<file path="config.mk">
export PLATFORM = sky130hd
export DESIGN_NAME = fwk_ctrl
export DESIGN_NICKNAME = d
export VERILOG_FILES = /design/src/assert_macros.svh /design/src/fwk_pkg.sv /design/src/fwk_ctrl.sv
export SDC_FILE = /design/constraint.sdc
export NUM_CORES = 1
export LEC_CHECK = 0
export BUFFER_PORTS_ARGS = -buffer_cell sky130_fd_sc_hd__clkbuf_2
export CAP_MARGIN = 25
export CELL_PAD_IN_SITES_DETAIL_PLACEMENT = 0
export CELL_PAD_IN_SITES_GLOBAL_PLACEMENT = 2
export CORE_MARGIN = 5
export CORE_UTILIZATION = 23
export CTS_CLUSTER_DIAMETER = 30
export DETAILED_ROUTE_END_ITERATION = 16
export GPL_TIMING_DRIVEN = 0
export PLACE_DENSITY = 0.8
export SYNTH_ARGS = -nofsm -noshare
export SYNTH_HDL_FRONTEND = slang
export SYNTH_SLANG_ARGS = --single-unit
</file>
<file path="constraint.sdc">
create_clock -name i_clk -period 1.4 [get_ports i_clk]
set_input_delay 0 -clock i_clk [delete_from_list [all_inputs] [get_ports i_clk]]
set_output_delay 0 -clock i_clk [all_outputs]
set_load 0.1 [all_outputs]
</file>
<file path="src/assert_macros.svh">
// assertion macros used by the rtl top file
// clocked check with reset disable, and clocked check that also runs in reset
`ifndef ASSERT_MACROS_SVH
`define ASSERT_MACROS_SVH

`ifndef SYNTHESIS

`define ASSERT_CLK(lbl, clk, rst_n, prop) \
    lbl: assert property (@(posedge clk) disable iff (!rst_n) prop) \
        else $error("assertion failed");

`define ASSERT_ALWAYS(lbl, clk, prop) \
    lbl: assert property (@(posedge clk) prop) \
        else $error("assertion failed");

`else

`define ASSERT_CLK(lbl, clk, rst_n, prop)

`define ASSERT_ALWAYS(lbl, clk, prop)

`endif

`endif

</file>
<file path="src/fwk_pkg.sv">
// ============================================================================
// fwk_pkg
// Shared widths, constants, controller states and the control/status structs
// of the binary indexed tree range-sum block.
// ============================================================================
package fwk_pkg;

    localparam int SUM_W   = 64;
    localparam int AMT_W   = 32;
    localparam int POS_W   = 10;
    localparam int RANGE_W = 11;
    localparam int SIZE_W  = 11;

    localparam int MAX_ENTRIES_DEF = 1024;
    localparam logic [SIZE_W-1:0] SIZE_RESET = 11'd1024;

    localparam logic REQ_ADD   = 1'b0;
    localparam logic REQ_QUERY = 1'b1;

    typedef enum logic [3:0] {
        S_CLEAR,
        S_IDLE,
        S_DISPATCH,
        S_ADD_RD,
        S_ADD_WR,
        S_QR_RD,
        S_QR_ACC,
        S_QL_RD,
        S_QL_ACC,
        S_DONE
    } t_state;

    typedef struct packed {
        logic load;      // capture request, start walk
        logic clr_wr;    // write zero during clearing pass
        logic rd;        // read node idx
        logic add_wr;    // write node plus amount, step up
        logic acc;       // fold read node into sum, step down
        logic acc_sub;   // subtract instead of add
        logic load_left; // restart walk from left bound
        logic done;      // present result
    } t_dp_cmd;

    typedef struct packed {
        logic clr_done;
        logic err;
        logic is_query;
        logic idx_zero;
        logic idx_over;
    } t_dp_status;

endpackage

</file>
<file path="src/fwk_ctrl.sv">
// ============================================================================
// fwk_ctrl
// Sequencer: clearing pass after reset, then one request at a time through
// the upward add walk or the two downward prefix walks, or straight to done.
// ============================================================================
module fwk_ctrl (
    input  logic               i_clk,
    input  logic               i_rst_n,
    input  logic               i_start,
    input  fwk_pkg::t_dp_status i_status,
    output fwk_pkg::t_dp_cmd   o_cmd,
    output logic               o_busy
);
    import fwk_pkg::*;

    t_state r_state;
    t_state n_state;

    always_ff @(posedge i_clk) begin
        if (!i_rst_n) begin
            r_state <= S_CLEAR;
        end else begin
            r_state <= n_state;
        end
    end

    always_comb begin
        n_state = r_state;
        unique case (r_state)
            S_CLEAR: begin
                if (i_status.clr_done) n_state = S_IDLE;
            end
            S_IDLE: begin
                if (i_start) n_state = S_DISPATCH;
            end
            S_DISPATCH: begin
                if (i_status.err)           n_state = S_DONE;
                else if (i_status.is_query) n_state = S_QR_RD;
                else                        n_state = S_ADD_RD;
            end
            S_ADD_RD: begin
                n_state = i_status.idx_over ? S_DONE : S_ADD_WR;
            end
            S_ADD_WR: n_state = S_ADD_RD;
            S_QR_RD: begin
                n_state = i_status.idx_zero ? S_QL_RD : S_QR_ACC;
            end
            S_QR_ACC: n_state = S_QR_RD;
            S_QL_RD: begin
                n_state = i_status.idx_zero ? S_DONE : S_QL_ACC;
            end
            S_QL_ACC: n_state = S_QL_RD;
            S_DONE:   n_state = S_IDLE;
            default:  n_state = S_CLEAR;
        endcase
    end

    always_comb begin
        o_cmd  = '0;
        o_busy = 1'b1;
        unique case (r_state)
            S_CLEAR: o_cmd.clr_wr = 1'b1;
            S_IDLE: begin
                o_busy     = 1'b0;
                o_cmd.load = i_start;
            end
            S_DISPATCH: ;
            S_ADD_RD: o_cmd.rd = !i_status.idx_over;
            S_ADD_WR: o_cmd.add_wr = 1'b1;
            S_QR_RD: begin
                o_cmd.rd        = !i_status.idx_zero;
                o_cmd.load_left = i_status.idx_zero;
            end
            S_QR_ACC: o_cmd.acc = 1'b1;
            S_QL_RD:  o_cmd.rd = !i_status.idx_zero;
            S_QL_ACC: begin
                o_cmd.acc     = 1'b1;
                o_cmd.acc_sub = 1'b1;
            end
            S_DONE:  o_cmd.done = 1'b1;
            default: ;
        endcase
    end

endmodule

</file>
==> key figures <==
Outcome
  • Status: finished, final reports clean

Yosys
  • Synth cell types: 33
  • Synth Instances: 53
  • Mapped Area: 412 um2
  • Synth warn: 0
  • Synthesized Nets: 61
  • Seq/Total Area, Yosys: between 15 and 20%
  • Synthesized area per cell: approximately 7.8 um2
  • Register bit total from synthesis: 4

Drt
  • Wirelength per Cell: about 12 um
  • Vias after detailed routing: ~460
  • Via/cell ratio: around 4.7
  • Antenna Nets Post-Route: 0
  • Iter 0 DRT Violations: 3
  • First drt pass iteration count: 2
  • Routed wire length: around 1200 um
  • Residual DRC count: 0

Global routing
  • Vias in the first global route: 435
  • Total GRT Usage: between 10% and 20%
  • Met3 Track Usage GR: 3.99%
  • Largest net degree at the start of global routing: 11
  • Grt peak-use layer: met2
  • Antenna violations before repair: 0
  • First-pass GRT wire length: a little over 2000 um
  • M1 GR Usage: 13.4%
  • Grt total ovfl: 0
  • Grt met2 use: between 10% and 20%

Power
  • Cell Pwr Density: between 1000 and 1500 nW/um2
  • Pleak: between 0.3 and 0.4 nW
  • Tot Pwr: 0.867 mW
  • Worst VDD drop: roughly 0.0006 V

Critical path
  • Worst EP required: roughly 1.4 ns
  • CP Launch Type: flip-flop
  • Crit Path Category: reg2out
  • Crit path max fanout: 5
  • Crit end category: output pin
  • Crit path DAT: approximately 1.4 ns

STA
  • Max Slew Vio Count: 0
  • Final number of hold-violating endpoints: 0
  • Worst clock skew: between 0.007 and 0.008 ns
  • Min Tclk post-route: roughly 1.4 ns
  • RSZ-0062 raised after global routing: true
  • Rel. slew slack: around 80%
  • Count of final setup violators: 0
  • Least-Margin Pin Slew: roughly 0.3 ns
  • Final worst slack: roughly 0.023 ns
  • Period utilization: 98.3%
  • Max Freq: approximately 730 MHz

Hold path
  • Hold Path Class: in2reg

Placed design
  • IO Port Bufs: 16
  • DP Worst Slack: -0.0598 ns
  • GP Congestion: just over 0.7
  • Hpwl dp: between 900 and 1000 um

CTS
  • CTS tree: yes
  • Worst skew pair latency: between 0.2 and 0.25 ns
  • # Post-CTS Setup Buffers: 0
  • CTS Buf Count: 3
  • H-Tree Depth: 1
  • Max Root-Sink Buffers: 2
  • CTS root buffer: clkbuf_4
  • Clk sinks: 4
  • Clock transition at path regs: 0.04 ns

Finish
  • Area occupied by multi-input gates: 363 um2
  • Biggest register: r_state
  • Commonest non-fill, non-tap cells in the layout: 7 x clkbuf_2, 4 x buf_6, 4 x clkbuf_4
  • Sequential Area: approximately 90 um2
  • # diodes: 0
  • Layout cells sized above 1: 64.4%
  • Largest registers: r_state (4)
  • Max reg flops: 4
  • Layout Nets: between 80 and 90
  • Core Util, Final: about 45%
  • Synth-to-Final Area Change: 85.4%
  • Fill count: roughly 180
  • Most common cell after layout, fill and taps aside: clkbuf_2

Floorplan
  • Die area: 2740 um2
  • Initial Util: between 20% and 30%
  • Height of the die: ~52 um
  • Die width: 52.3 um
  • Total core area: roughly 1700 um2
  • I/O pin count: 17
  • FP Rows: 15

Job
  • Max cap viols: 0
==> routing by layer <==
metal,wire length (um),vias to the layer above
met5,0,-
met4,0,0
met3,54,0
met2,536,14
met1,632,202
li1,-,240
==> through the flow <==
step | area (um2) | hold WS [ns] | setup TNS, ns | instances
5_1_grt | 763 | 0.0461 | -0.0173 | 98
3_5_place_dp | 594 | 0.248 | -0.199 | 94
6_report | 763 | 0.0516 | 0 | 98
3_3_place_gp | 594 | 0.243 | -0.264 | 94
4_1_cts | 733 | 0.0431 | 0 | 98
2_1_floorplan | 483 | 0.120 | -0.346 | 53
==> report_power, final <==
group | internal (mW) | leakage [nW] | total (mW) | switching [mW]
logic | 0.193 | 0.256 | 0.568 | 0.375
clock network | 0.0960 | 0.0138 | 0.145 | 0.0489
registers | 0.130 | 0.0349 | 0.154 | 0.0239
==> cells in the mapped netlist <==
library cell | instances | share of area [%]
nor3_2 | 1 | 2.4
buf_2 | 1 | 1.2
or3b_1 | 2 | 4.3
a31oi_1 | 1 | 1.5
nor3_1 | 1 | 1.2
mux2_2 | 1 | 2.7
or3_1 | 1 | 1.5
a21oi_1 | 2 | 2.4
nor4_1 | 2 | 3.0
and4bb_2 | 1 | 3.0
a21oi_2 | 1 | 2.1
buf_6 | 1 | 2.7
nor2b_1 | 3 | 4.6
nor2_1 | 5 | 4.6
o32ai_1 | 1 | 2.1
nor3b_2 | 1 | 3.0
o211ai_2 | 1 | 3.0
nand2_1 | 3 | 2.7
nand4bb_1 | 1 | 2.7
and3_1 | 3 | 4.6
nor3b_1 | 1 | 1.8
and2b_1 | 2 | 3.6
o21ai_0 | 2 | 2.4
o21a_1 | 1 | 1.8
o211a_1 | 1 | 2.4
dfxtp_1 | 4 | 19
inv_1 | 1 | 0.91
buf_4 | 2 | 3.6
a21boi_0 | 1 | 1.8
inv_2 | 1 | 0.91
o21ai_1 | 2 | 2.4
nand3b_1 | 1 | 1.8
nand3_1 | 1 | 1.2
==> area by class of cell <==
type                    instances  area share [%]
well taps                      25            4.10
multi-input cells              43            47.5
flip-flops and latches          4            11.8
plain buffers                   4            6.39
repair buffers                 17            26.2
clock buffers                   3            2.95
inverters                       2           0.984
==> path summary, 6_finish.rpt <==
check | from | to | slack [ns] | depth (start not counted)
max | r_state[1] | o_cmd[3] | 0.02 | 3
min | i_rst_n | r_state[0] | 0.05 | 3
max reg2reg | r_state[0] | r_state[0] | 0.18 | 3
min reg2reg | r_state[3] | r_state[1] | 0.69 | 3
==> what timing repair did <==
item | CTS | global route
pin swaps | 1 | 1
hold buffers | 1 | 0
setup endpoints to repair | 9 | 8
gates resized for setup | 23 | 13
endpoints found under the hold margin | 1 | 0
==> cells by family after synthesis <==
group	count (synthesis)	synth area share [%]
compound gates	13	22.2
buf+inv	6	9.42
simple gates	29	46.2
mux	1	2.74
flops	4	19.5
==> critical path: stages (launching register included) <==
cell and delay, ns:
dfxtp_2 0.34, or3b_4 0.44, a21oi_4 0.15, clkbuf_16 0.21
(Power assumes the default switching activity.)
